### src/rtl/plt_pkg.sv
package plt_pkg;

    // input event selector codes
    localparam logic [2:0] FUNC_PING_REQ = 3'd0;
    localparam logic [2:0] FUNC_TX_DONE  = 3'd1;
    localparam logic [2:0] FUNC_RX_PKT   = 3'd2;
    localparam logic [2:0] FUNC_TICK     = 3'd3;
    localparam logic [2:0] FUNC_CLEAR    = 3'd4;
    localparam logic [2:0] FUNC_READ     = 3'd5;

    // configuration register indexes
    localparam logic [1:0] CFG_TIMEOUT   = 2'd0;
    localparam logic [1:0] CFG_FRAME_LEN = 2'd1;
    localparam logic [1:0] CFG_MAGIC     = 2'd2;

    localparam logic [31:0] TIMEOUT_RESET   = 32'd1000000;
    localparam logic [7:0]  FRAME_LEN_RESET = 8'd44;
    localparam logic [7:0]  MAGIC_RESET     = 8'hA5;

    // packet type byte
    localparam logic [7:0] TYPE_PING = 8'h01;
    localparam logic [7:0] TYPE_PONG = 8'h02;

    // statistic indexes
    localparam logic [3:0] STAT_PING_TX   = 4'd0;
    localparam logic [3:0] STAT_PING_RX   = 4'd1;
    localparam logic [3:0] STAT_PONG_TX   = 4'd2;
    localparam logic [3:0] STAT_PONG_RX   = 4'd3;
    localparam logic [3:0] STAT_TIMEOUT   = 4'd4;
    localparam logic [3:0] STAT_LAST_RTT  = 4'd5;
    localparam logic [3:0] STAT_MIN_RTT   = 4'd6;
    localparam logic [3:0] STAT_MAX_RTT   = 4'd7;
    localparam logic [3:0] STAT_RTT_TOTAL = 4'd8;
    localparam logic [3:0] STAT_SAMPLES   = 4'd9;
    localparam logic [3:0] STAT_OUT_SEQ   = 4'd10;
    localparam logic [3:0] STAT_OUT_TIME  = 4'd11;

    // event counter slots
    localparam int CNT_PING_TX = 0;
    localparam int CNT_PING_RX = 1;
    localparam int CNT_PONG_TX = 2;
    localparam int CNT_PONG_RX = 3;
    localparam int CNT_TIMEOUT = 4;
    localparam int NUM_CNT     = 5;

    typedef enum logic [3:0] {
        OP_NOP,
        OP_PING_REQ,
        OP_TX_PING,
        OP_TX_PONG,
        OP_RX_PING,
        OP_RX_PONG,
        OP_TICK,
        OP_CLEAR,
        OP_READ
    } op_t;

    typedef struct packed {
        logic [2:0]  func;
        logic [31:0] now_us;
        logic        tx_ok;
        logic        tx_was_pong;
        logic [7:0]  rx_length;
        logic [7:0]  rx_magic;
        logic [7:0]  rx_type;
        logic [31:0] rx_seq;
        logic [31:0] rx_timestamp;
        logic        restart;
        logic [3:0]  stat_index;
    } in_item_t;

    typedef struct packed {
        logic        tx_request;
        logic        tx_is_pong;
        logic [31:0] tx_seq;
        logic [31:0] tx_timestamp;
        logic        rtt_valid;
        logic [31:0] rtt_us;
        logic        timeout_event;
        logic        ping_outstanding;
        logic [63:0] stat_value;
    } result_t;

    // classified command between front and back
    typedef struct packed {
        op_t         op;
        logic [31:0] now_us;
        logic [31:0] rx_seq;
        logic [31:0] rx_timestamp;
        logic        restart;
        logic [3:0]  stat_index;
    } cmd_t;

endpackage

### src/rtl/ping_pong_rtt_link_tester_core.sv
// ping/pong round-trip link test engine
//
// input channel: an item is one timestamped event (ping request, transmit
// done, received packet header, timer tick, statistics clear or read); it is
// taken at a clock edge with push high and full low
// result channel: exactly one result item per input item, in order; the
// oldest result sits on result while empty is low and leaves on pop
// config channel: cfg_valid/cfg_ready with cfg_index (0 timeout, 1 frame
// length, 2 magic byte) and cfg_data; cfg_ready is always high, and writes
// are meant for idle periods only
// path: an item is registered in the command queue, then the back end writes
// its result into the result queue, which drives the result ports
// throughput: one item per clock while the result queue has room; when it is
// full the back end holds
// reset: rst_n clears the queues, the link state and the statistics; min rtt
// resets to all ones and config returns to 1000000 us, 44 bytes and 0xa5
// stall: when pop stays low the result queue fills, the back end holds, then
// the command queue fills and full rises; nothing is dropped
module ping_pong_rtt_link_tester_core
    import plt_pkg::*;
#(
    parameter int CMD_DEPTH = 2,
    parameter int RES_DEPTH = 2
) (
    input  logic        clk,
    input  logic        rst_n,
    // event input
    input  logic        push,
    output logic        full,
    input  in_item_t    item,
    // result output
    output logic        empty,
    input  logic        pop,
    output result_t     result,
    // configuration writes
    input  logic        cfg_valid,
    output logic        cfg_ready,
    input  logic [1:0]  cfg_index,
    input  logic [31:0] cfg_data
);

    localparam int CmdW = $bits(cmd_t);
    localparam int ResW = $bits(result_t);

    cmd_t        front_cmd;
    cmd_t        back_cmd;
    logic [31:0] timeout_us;
    logic        cmd_empty;
    logic        res_full;
    logic        back_go;
    result_t     back_result;
    logic        cmd_full;
    logic [CmdW-1:0] cmd_rdata;
    logic [ResW-1:0] res_rdata;

    assign cfg_ready = 1'b1;
    assign full      = cmd_full;

    // front end: config registers and event classification
    plt_front u_front (
        .clk        (clk),
        .rst_n      (rst_n),
        .item       (item),
        .cfg_valid  (cfg_valid),
        .cfg_index  (cfg_index),
        .cfg_data   (cfg_data),
        .cmd        (front_cmd),
        .timeout_us (timeout_us)
    );

    // short command queue decouples classification from execution
    plt_fifo #(
        .Width (CmdW),
        .Depth (CMD_DEPTH)
    ) u_cmd_q (
        .clk   (clk),
        .rst_n (rst_n),
        .push  (push),
        .wdata (front_cmd),
        .full  (cmd_full),
        .pop   (back_go),
        .rdata (cmd_rdata),
        .empty (cmd_empty)
    );

    assign back_cmd = cmd_t'(cmd_rdata);

    // back end runs one command per cycle while there is room for its result
    assign back_go = !cmd_empty && !res_full;

    plt_back u_back (
        .clk        (clk),
        .rst_n      (rst_n),
        .go         (back_go),
        .cmd        (back_cmd),
        .timeout_us (timeout_us),
        .result     (back_result)
    );

    // result queue buffers results while the consumer stalls, until it fills
    plt_fifo #(
        .Width (ResW),
        .Depth (RES_DEPTH)
    ) u_res_q (
        .clk   (clk),
        .rst_n (rst_n),
        .push  (back_go),
        .wdata (back_result),
        .full  (res_full),
        .pop   (pop),
        .rdata (res_rdata),
        .empty (empty)
    );

    assign result = result_t'(res_rdata);

endmodule

### src/rtl/plt_fifo.sv
module plt_fifo #(
    parameter int Width = 8,
    parameter int Depth = 2
) (
    input  logic             clk,
    input  logic             rst_n,
    input  logic             push,
    input  logic [Width-1:0] wdata,
    output logic             full,
    input  logic             pop,
    output logic [Width-1:0] rdata,
    output logic             empty
);

    localparam int PtrW = (Depth > 1) ? $clog2(Depth) : 1;
    localparam int CntW = $clog2(Depth + 1);

    logic [Width-1:0] mem_reg [Depth];
    logic [PtrW-1:0]  wr_ptr_reg, wr_ptr_next;
    logic [PtrW-1:0]  rd_ptr_reg, rd_ptr_next;
    logic [CntW-1:0]  cnt_reg, cnt_next;
    logic             do_push, do_pop;

    assign full    = (cnt_reg == CntW'(Depth));
    assign empty   = (cnt_reg == '0);
    assign rdata   = mem_reg[rd_ptr_reg];
    assign do_push = push && !full;
    assign do_pop  = pop && !empty;

    always_comb
    begin
        wr_ptr_next = wr_ptr_reg;
        rd_ptr_next = rd_ptr_reg;
        cnt_next    = cnt_reg;
        if (do_push)
        begin
            wr_ptr_next = (wr_ptr_reg == PtrW'(Depth - 1)) ? '0 : wr_ptr_reg + 1'b1;
        end
        if (do_pop)
        begin
            rd_ptr_next = (rd_ptr_reg == PtrW'(Depth - 1)) ? '0 : rd_ptr_reg + 1'b1;
        end
        if (do_push && !do_pop)
        begin
            cnt_next = cnt_reg + 1'b1;
        end
        else if (do_pop && !do_push)
        begin
            cnt_next = cnt_reg - 1'b1;
        end
    end

    always_ff @(posedge clk or negedge rst_n)
    begin
        if (!rst_n)
        begin
            wr_ptr_reg <= '0;
            rd_ptr_reg <= '0;
            cnt_reg    <= '0;
        end
        else
        begin
            wr_ptr_reg <= wr_ptr_next;
            rd_ptr_reg <= rd_ptr_next;
            cnt_reg    <= cnt_next;
        end
    end

    always_ff @(posedge clk)
    begin
        if (do_push)
        begin
            mem_reg[wr_ptr_reg] <= wdata;
        end
    end

    a_cnt_range: assert property (@(posedge clk) disable iff (!rst_n)
        cnt_reg <= CntW'(Depth))
        else $error("queue fill count beyond depth");

    a_ptr_track: assert property (@(posedge clk) disable iff (!rst_n)
        (cnt_reg == '0 || cnt_reg == CntW'(Depth)) |-> (wr_ptr_reg == rd_ptr_reg))
        else $error("queue pointers disagree with fill count");

    a_pop_count: assert property (@(posedge clk) disable iff (!rst_n)
        (do_pop && !do_push) |=> (cnt_reg == $past(cnt_reg) - 1'b1))
        else $error("pop did not lower fill count");

endmodule

### src/rtl/plt_front.sv
module plt_front
    import plt_pkg::*;
(
    input  logic        clk,
    input  logic        rst_n,
    input  in_item_t    item,
    input  logic        cfg_valid,
    input  logic [1:0]  cfg_index,
    input  logic [31:0] cfg_data,
    output cmd_t        cmd,
    output logic [31:0] timeout_us
);

    logic [31:0] timeout_reg;
    logic [7:0]  frame_len_reg;
    logic [7:0]  magic_reg;
    logic        hdr_ok;

    // config writes land only while the block is idle: the user is bound by this, the block itself does not enforce it
    always_ff @(posedge clk or negedge rst_n)
    begin
        if (!rst_n)
        begin
            timeout_reg   <= TIMEOUT_RESET;
            frame_len_reg <= FRAME_LEN_RESET;
            magic_reg     <= MAGIC_RESET;
        end
        else if (cfg_valid)
        begin
            case (cfg_index)
                CFG_TIMEOUT:   timeout_reg   <= cfg_data;
                CFG_FRAME_LEN: frame_len_reg <= cfg_data[7:0];
                CFG_MAGIC:     magic_reg     <= cfg_data[7:0];
                default:       ;
            endcase
        end
    end

    assign timeout_us = timeout_reg;
    assign hdr_ok     = (item.rx_length == frame_len_reg) && (item.rx_magic == magic_reg);

    // classify the event; failed transmits, bad headers, unknown packet types and spare codes become a nop
    always_comb
    begin
        cmd.op           = OP_NOP;
        cmd.now_us       = item.now_us;
        cmd.rx_seq       = item.rx_seq;
        cmd.rx_timestamp = item.rx_timestamp;
        cmd.restart      = item.restart;
        cmd.stat_index   = item.stat_index;
        case (item.func)
            FUNC_PING_REQ: cmd.op = OP_PING_REQ;
            FUNC_TX_DONE:
            begin
                if (item.tx_ok)
                begin
                    cmd.op = item.tx_was_pong ? OP_TX_PONG : OP_TX_PING;
                end
            end
            FUNC_RX_PKT:
            begin
                if (hdr_ok && item.rx_type == TYPE_PING)
                begin
                    cmd.op = OP_RX_PING;
                end
                else if (hdr_ok && item.rx_type == TYPE_PONG)
                begin
                    cmd.op = OP_RX_PONG;
                end
            end
            FUNC_TICK:  cmd.op = OP_TICK;
            FUNC_CLEAR: cmd.op = OP_CLEAR;
            FUNC_READ:  cmd.op = OP_READ;
            default:    cmd.op = OP_NOP;
        endcase
    end

endmodule

### src/rtl/plt_back.sv
module plt_back
    import plt_pkg::*;
(
    input  logic        clk,
    input  logic        rst_n,
    input  logic        go,
    input  cmd_t        cmd,
    input  logic [31:0] timeout_us,
    output result_t     result
);

    logic [31:0] seq_reg, seq_next;
    logic [31:0] pend_seq_reg, pend_seq_next;
    logic [31:0] pend_time_reg, pend_time_next;
    logic        outst_reg, outst_next;
    logic [31:0] out_seq_reg, out_seq_next;
    logic [31:0] out_time_reg, out_time_next;
    logic [31:0] cnt_reg [NUM_CNT];
    logic [31:0] cnt_next [NUM_CNT];
    logic [31:0] last_rtt_reg, last_rtt_next;
    logic [31:0] min_rtt_reg, min_rtt_next;
    logic [31:0] max_rtt_reg, max_rtt_next;
    logic [63:0] total_reg, total_next;
    logic [31:0] samples_reg, samples_next;

    logic [31:0] elapsed;
    logic        pong_match;
    logic [63:0] stat_sel;

    // wrap-safe age of the outstanding ping
    assign elapsed    = cmd.now_us - out_time_reg;
    assign pong_match = outst_reg && (out_seq_reg == cmd.rx_seq);

    always_comb
    begin
        case (cmd.stat_index)
            STAT_PING_TX:   stat_sel = {32'd0, cnt_reg[CNT_PING_TX]};
            STAT_PING_RX:   stat_sel = {32'd0, cnt_reg[CNT_PING_RX]};
            STAT_PONG_TX:   stat_sel = {32'd0, cnt_reg[CNT_PONG_TX]};
            STAT_PONG_RX:   stat_sel = {32'd0, cnt_reg[CNT_PONG_RX]};
            STAT_TIMEOUT:   stat_sel = {32'd0, cnt_reg[CNT_TIMEOUT]};
            STAT_LAST_RTT:  stat_sel = {32'd0, last_rtt_reg};
            STAT_MIN_RTT:   stat_sel = {32'd0, min_rtt_reg};
            STAT_MAX_RTT:   stat_sel = {32'd0, max_rtt_reg};
            STAT_RTT_TOTAL: stat_sel = total_reg;
            STAT_SAMPLES:   stat_sel = {32'd0, samples_reg};
            STAT_OUT_SEQ:   stat_sel = {32'd0, out_seq_reg};
            STAT_OUT_TIME:  stat_sel = {32'd0, out_time_reg};
            default:        stat_sel = '0;
        endcase
    end

    always_comb
    begin
        seq_next       = seq_reg;
        pend_seq_next  = pend_seq_reg;
        pend_time_next = pend_time_reg;
        outst_next     = outst_reg;
        out_seq_next   = out_seq_reg;
        out_time_next  = out_time_reg;
        cnt_next       = cnt_reg;
        last_rtt_next  = last_rtt_reg;
        min_rtt_next   = min_rtt_reg;
        max_rtt_next   = max_rtt_reg;
        total_next     = total_reg;
        samples_next   = samples_reg;
        result         = '0;

        case (cmd.op)
            OP_PING_REQ:
            begin
                outst_next          = 1'b0;
                seq_next            = seq_reg + 32'd1;
                pend_seq_next       = seq_reg + 32'd1;
                pend_time_next      = cmd.now_us;
                result.tx_request   = 1'b1;
                result.tx_seq       = seq_reg + 32'd1;
                result.tx_timestamp = cmd.now_us;
            end
            OP_TX_PING:
            begin
                outst_next            = 1'b1;
                out_seq_next          = pend_seq_reg;
                out_time_next         = pend_time_reg;
                cnt_next[CNT_PING_TX] = cnt_reg[CNT_PING_TX] + 32'd1;
            end
            OP_TX_PONG:
            begin
                cnt_next[CNT_PONG_TX] = cnt_reg[CNT_PONG_TX] + 32'd1;
            end
            OP_RX_PING:
            begin
                cnt_next[CNT_PING_RX] = cnt_reg[CNT_PING_RX] + 32'd1;
                result.tx_request     = 1'b1;
                result.tx_is_pong     = 1'b1;
                result.tx_seq         = cmd.rx_seq;
                result.tx_timestamp   = cmd.rx_timestamp;
            end
            OP_RX_PONG:
            begin
                if (pong_match)
                begin
                    outst_next            = 1'b0;
                    cnt_next[CNT_PONG_RX] = cnt_reg[CNT_PONG_RX] + 32'd1;
                    last_rtt_next         = elapsed;
                    if (elapsed < min_rtt_reg)
                    begin
                        min_rtt_next = elapsed;
                    end
                    if (elapsed > max_rtt_reg)
                    begin
                        max_rtt_next = elapsed;
                    end
                    total_next       = total_reg + {32'd0, elapsed};
                    samples_next     = samples_reg + 32'd1;
                    result.rtt_valid = 1'b1;
                    result.rtt_us    = elapsed;
                end
            end
            OP_TICK:
            begin
                if (outst_reg && elapsed >= timeout_us)
                begin
                    outst_next            = 1'b0;
                    cnt_next[CNT_TIMEOUT] = cnt_reg[CNT_TIMEOUT] + 32'd1;
                    result.timeout_event  = 1'b1;
                end
            end
            OP_CLEAR:
            begin
                for (int i = 0; i < NUM_CNT; i++)
                begin
                    cnt_next[i] = '0;
                end
                last_rtt_next = '0;
                min_rtt_next  = '1;
                max_rtt_next  = '0;
                total_next    = '0;
                samples_next  = '0;
                outst_next    = 1'b0;
                out_seq_next  = '0;
                out_time_next = '0;
                if (cmd.restart)
                begin
                    seq_next       = '0;
                    pend_seq_next  = '0;
                    pend_time_next = '0;
                end
            end
            OP_READ:
            begin
                result.stat_value = stat_sel;
            end
            default: ;
        endcase

        result.ping_outstanding = outst_next;
    end

    always_ff @(posedge clk or negedge rst_n)
    begin
        if (!rst_n)
        begin
            seq_reg       <= '0;
            pend_seq_reg  <= '0;
            pend_time_reg <= '0;
            outst_reg     <= 1'b0;
            out_seq_reg   <= '0;
            out_time_reg  <= '0;
            for (int i = 0; i < NUM_CNT; i++)
            begin
                cnt_reg[i] <= '0;
            end
            last_rtt_reg  <= '0;
            min_rtt_reg   <= '1;
            max_rtt_reg   <= '0;
            total_reg     <= '0;
            samples_reg   <= '0;
        end
        else if (go)
        begin
            seq_reg       <= seq_next;
            pend_seq_reg  <= pend_seq_next;
            pend_time_reg <= pend_time_next;
            outst_reg     <= outst_next;
            out_seq_reg   <= out_seq_next;
            out_time_reg  <= out_time_next;
            cnt_reg       <= cnt_next;
            last_rtt_reg  <= last_rtt_next;
            min_rtt_reg   <= min_rtt_next;
            max_rtt_reg   <= max_rtt_next;
            total_reg     <= total_next;
            samples_reg   <= samples_next;
        end
    end

    a_clear_drops: assert property (@(posedge clk) disable iff (!rst_n)
        (go && cmd.op == OP_CLEAR) |=> (!outst_reg && samples_reg == '0))
        else $error("clear left a ping outstanding or samples counted");

    a_min_max: assert property (@(posedge clk) disable iff (!rst_n)
        (samples_reg != '0) |-> (min_rtt_reg <= max_rtt_reg))
        else $error("min rtt above max rtt");

    a_rtt_closes: assert property (@(posedge clk) disable iff (!rst_n)
        (go && (result.rtt_valid || result.timeout_event)) |=> !outst_reg)
        else $error("ping still outstanding after pong or timeout");

    a_ping_req_seq: assert property (@(posedge clk) disable iff (!rst_n)
        (go && cmd.op == OP_PING_REQ) |=> (seq_reg == $past(seq_reg) + 32'd1))
        else $error("ping request did not advance sequence");

endmodule

### config.mk
export PLATFORM = sky130hd
export DESIGN_NAME = ping_pong_rtt_link_tester_core
export DESIGN_NICKNAME = d
export VERILOG_FILES = /design/src/rtl/plt_pkg.sv /design/src/rtl/ping_pong_rtt_link_tester_core.sv /design/src/rtl/plt_fifo.sv /design/src/rtl/plt_front.sv /design/src/rtl/plt_back.sv
export SDC_FILE = /design/constraint.sdc
export NUM_CORES = 2
export LEC_CHECK = 0
export ABC_AREA = 1
export BUFFER_PORTS_ARGS = -buffer_cell sky130_fd_sc_hd__buf_2
export CAP_MARGIN = 10
export CORE_MARGIN = 8
export CORE_UTILIZATION = 45
export DETAILED_ROUTE_END_ITERATION = 8
export HOLD_SLACK_MARGIN = 0.1
export SLEW_MARGIN = 20
export SYNTH_ARGS = -nofsm -noshare
export SYNTH_HDL_FRONTEND = slang
export SYNTH_HIERARCHICAL = 1
export SYNTH_SLANG_ARGS = --single-unit
### constraint.sdc
create_clock -name clk -period 22.2 [get_ports clk]
set_input_delay 2.22 -clock clk [delete_from_list [all_inputs] [get_ports clk]]
set_output_delay 2.22 -clock clk [all_outputs]
set_load 0.02 [all_outputs]
==> flow_metrics.py <==
metrics = {
    "placed_design": {
        "io_buffer_count": 335,
        "placed_cell_area_sq_mm": 0.0627,
        "dp_cells": 9316,
        "dp_hpwl_mm": 167,
        "gp_congestion": 1.00,
    },
    "synthesis": {
        "yosysSeqAreaShare_pct": 49.3,
        "ys_types": 56,
        "ys_top_cells_by_area": "edfxtp_1 (27%), dfrtp_1 (20%), nand2_1 (16%)",
        "synth_compound_area_share_pct": 7.79,
        "avgSynthCellArea_sq_um": 8.03,
        "yosysTopAreaCellShare_pct": 26.9,
        "synth_simple_gate_area_share_pct": 27.1,
        "synth_edf_count": 540,
        "synth_fa_ha_area_share_pct": 3.54,
        "muxShareOfSynthArea_pct": 0.598,
        "synthCells": 7503,
        "yosys_most_used_dff": "edfxtp_1",
        "synth_xor_area_share_pct": 2.11,
        "synth_area_sq_mm": 0.0602,
        "syn-num-nets": 7841,
        "ys_ff_latch": 1077,
        "synth_top_area_cell": "edfxtp_1",
        "synth_top_family_by_area": "simple AND/OR/NAND/NOR gates",
        "ys_warn_count": 6,
        "async_flop_share_pct": 49.9,
    },
    "run_status": {
        "failed_checks": "antenna violations",
        "status": "complete, but fails checks",
    },
    "global_route": {
        "grt-ovfl-total": 0,
        "grt.total_usage_pct": 29.3,
        "grt_first_pass_wirelength_mm": 326,
        "antenna_found_initial": 7,
        "grt_pass1_vias": 49400,
        "grt_max_degree": 150,
    },
    "pwr": {
        "ir_drop_mv": 0.102,
        "cellPowerDensity_mw_per_mm2": 159,
        "p_leak_nw": 30.8,
    },
    "timing": {
        "finalSetupTns_ps": 0,
        "min_period_ps": 6590,
        "slew_violations": 0,
        "rsz0062_at_grt": "no",
        "worst_pin_slew_ps": 1200,
        "hold_viol": 0,
        "fmax_mhz": 152,
        "maxSlewHeadroom_pct": 19.7,
        "finClkSkew_ps": 40.0,
        "timing.final.crit_share_pct": 29.7,
        "finalSetupViolCount": 0,
    },
    "setup_path": {
        "cp.arrival_ps": 7200,
        "max_stage_delay_ps": 700,
        "cp-startpoint": "u_cmd_q/rd_ptr_reg$_DFFE_PN0P_",
        "start_kind": "flop",
        "rr_worst_depth": 26,
        "cp_slowest_cell": "dfrtp_4",
        "cp-end-kind": "flop",
        "path_buf_inv": 4,
        "crit_type": "reg2reg",
        "critPathTopFamily": "simple AND/OR/NAND/NOR gates",
        "critPathRequiredTime_ps": 22820,
        "cp_common_cell": "nand2_1",
        "cp_num_cells": 26,
        "reg2reg_from": "u_cmd_q/rd_ptr_reg$_DFFE_PN0P_",
        "crit_fanout": 62,
    },
    "clocking": {
        "cts_resized": 0,
        "clk_pin_slew_ps": 60,
        "clock_path_buffers": 3,
        "cts_root_buf": "clkbuf_16",
        "cts_tree": "yes",
        "htreeDepth": 3,
        "clkLatencyLatePin_ps": 760,
        "clock_sinks": 1077,
        "cts_buffers": 117,
        "cts_setup_buffers": 0,
        "cts-hold-fix-buffers": 0,
    },
    "run": {
        "drv_cap": 0,
    },
    "final_layout": {
        "syn2layout_area_growth_pct": 11.0,
        "stdcell_area_sq_mm": 0.0668,
        "finalNonFillerCells": 9548,
        "nets": 8006,
        "drive_gt1_share_pct": 9.28,
        "fillers": 12900,
        "largest_register_ffs": 330,
    },
    "routing": {
        "ant_nets": 1,
        "wirelength_mm": 221,
        "post_drt_wl_per_cell_um": 23.2,
        "drtIter0Drc": 5546,
        "drc": 0,
        "vias_per_cell": 5.49,
        "num_vias": 52400,
        "firstDrtPassIters": 7,
    },
    "floorplanning": {
        "start_util_pct": 45.2,
        "core_sq_mm": 0.133,
        "row_count": 134,
        "die_area_sq_mm": 0.146,
        "die_w_um": 382,
        "die_y_um": 382,
        "ioPinCount": 337,
    },
    "worst_hold_path": {
        "worstHoldPathCells": 2,
        "hold_class": "reg2reg",
        "hold_start": "u_back/min_rtt_reg[25]$_DFFE_PN1P_",
    },
}
[final timing paths]
check,to,slack [ps]
max reg2reg,u_back/cnt_reg[12]$_DFFE_PN0P_,15610
max,u_back/cnt_reg[12]$_DFFE_PN0P_,15610
max in group asynchronous,u_res_q/rd_ptr_reg$_DFFE_PN0P_,17740
min reg2reg,u_back/min_rtt_reg[25]$_DFFE_PN1P_,460
min in group asynchronous,u_front/timeout_us[29]$_DFFE_PN0P_,1500
min,u_back/min_rtt_reg[25]$_DFFE_PN1P_,460
[worst reg2reg max path: cells and delay by family (launching register included)]
family	cells	cell delay (ps)
buffers and inverters	4	1790
flip-flops	1	700
adder cells (fa/ha/maj)	2	670
AND/OR/NAND/NOR	18	2570
XOR/XNOR	1	570
AO/OA/AOI/OAI	1	160
[cells in the mapped netlist (all sizes together), types with 24 or more instances]
cell	number
a21oi	138
a22o	31
buf	225
clkbuf	141
dfrtp	491
dfstp	46
edfxtp	540
ha	167
inv	979
mux2	24
nand2	2553
nand3	400
nand4	160
nor2	531
nor3	201
nor4	57
o21ai	290
o22ai	259
xnor2	56
xor2	89
[layout make-up]
| cell class | count | area (sq um) | share of cell area (%) |
|---|---|---|---|
| inverters | 980 | 3690 | 5.53 |
| diodes | 8 | 20.0 | 0.0300 |
| clock inverters | 64 | 796 | 1.19 |
| clock buffers | 159 | 3270 | 4.89 |
| flip-flops and latches | 1077 | 29700 | 44.5 |
| repair buffers | 412 | 2300 | 3.44 |
| well taps | 1768 | 2210 | 3.31 |
| multi-input cells | 5080 | 24800 | 37.1 |
[cell families after synthesis]
kind of cell	count (synthesis)
AND/OR/NAND/NOR	3945
buffers and inverters	1346
flip-flops	1077
AO/OA/AOI/OAI	796
adder cells (fa/ha/maj)	169
XOR/XNOR	145
multiplexers	24
other	1
[report_power, final]
group / total (mW) / switching (mW) / internal [mW]
Sequential: 2.95 / 0.208 / 2.74
Combinational: 5.64 / 4.12 / 1.52
Clock: 2.06 / 0.859 / 1.20
Total: 10.6 / 5.18 / 5.46
[layout by cell type (no fill, tap or decap), types with 6 or more instances in the layout]
cell | Yosys | routed
xor2_1 | 89 | 89
nor2_1 | 524 | 521
clkbuf_16 | 0 | 119
clkbuf_1 | 141 | 26
nor3b_1 | 11 | 11
nand2_1 | 2550 | 2546
o21bai_1 | 7 | 7
o21ai_0 | 285 | 285
nand3b_1 | 13 | 13
dfstp_2 | 46 | 46
diode_2 | 0 | 8
nor4_1 | 57 | 56
or2_2 | 15 | 15
buf_4 | 114 | 75
o21a_1 | 8 | 8
inv_6 | 0 | 10
a311oi_1 | 17 | 15
clkinv_2 | 0 | 18
nand3_1 | 398 | 398
clkinv_1 | 1 | 15
ha_1 | 167 | 167
a221oi_1 | 20 | 20
edfxtp_1 | 540 | 540
nor2_2 | 6 | 7
clkbuf_8 | 0 | 14
nand4_1 | 160 | 160
inv_1 | 971 | 968
nor3_1 | 198 | 197
bufinv_16 | 0 | 14
a22o_1 | 31 | 31
buf_2 | 69 | 334
mux2_4 | 24 | 24
o22ai_1 | 259 | 259
inv_2 | 6 | 6
a21oi_1 | 136 | 136
xnor2_1 | 56 | 56
dfrtp_1 | 491 | 489
[routing by layer]
layer	global-route usage, %	wire [um]	vias up
li1	-	-	24800
met1	40.7	94800	25100
met2	45.5	98600	2089
met3	5.61	18300	364
met4	11.3	9800	2
met5	0	7	-
[per-stage QoR]
stage / power [mW] / util, % / hold slack, ps / setup WS (ps)
floorplan: 6.50 / - / 433 / 13590
global placement: 8.49 / 47.1 / 452 / 15540
detailed placement: 8.53 / 47.1 / 452 / 15340
CTS: 10.6 / 50.2 / 462 / 15280
global route: 11.3 / 50.2 / 480 / 15150
finish: 10.6 / 50.2 / 460 / 15610
(Power assumes the default switching activity.)
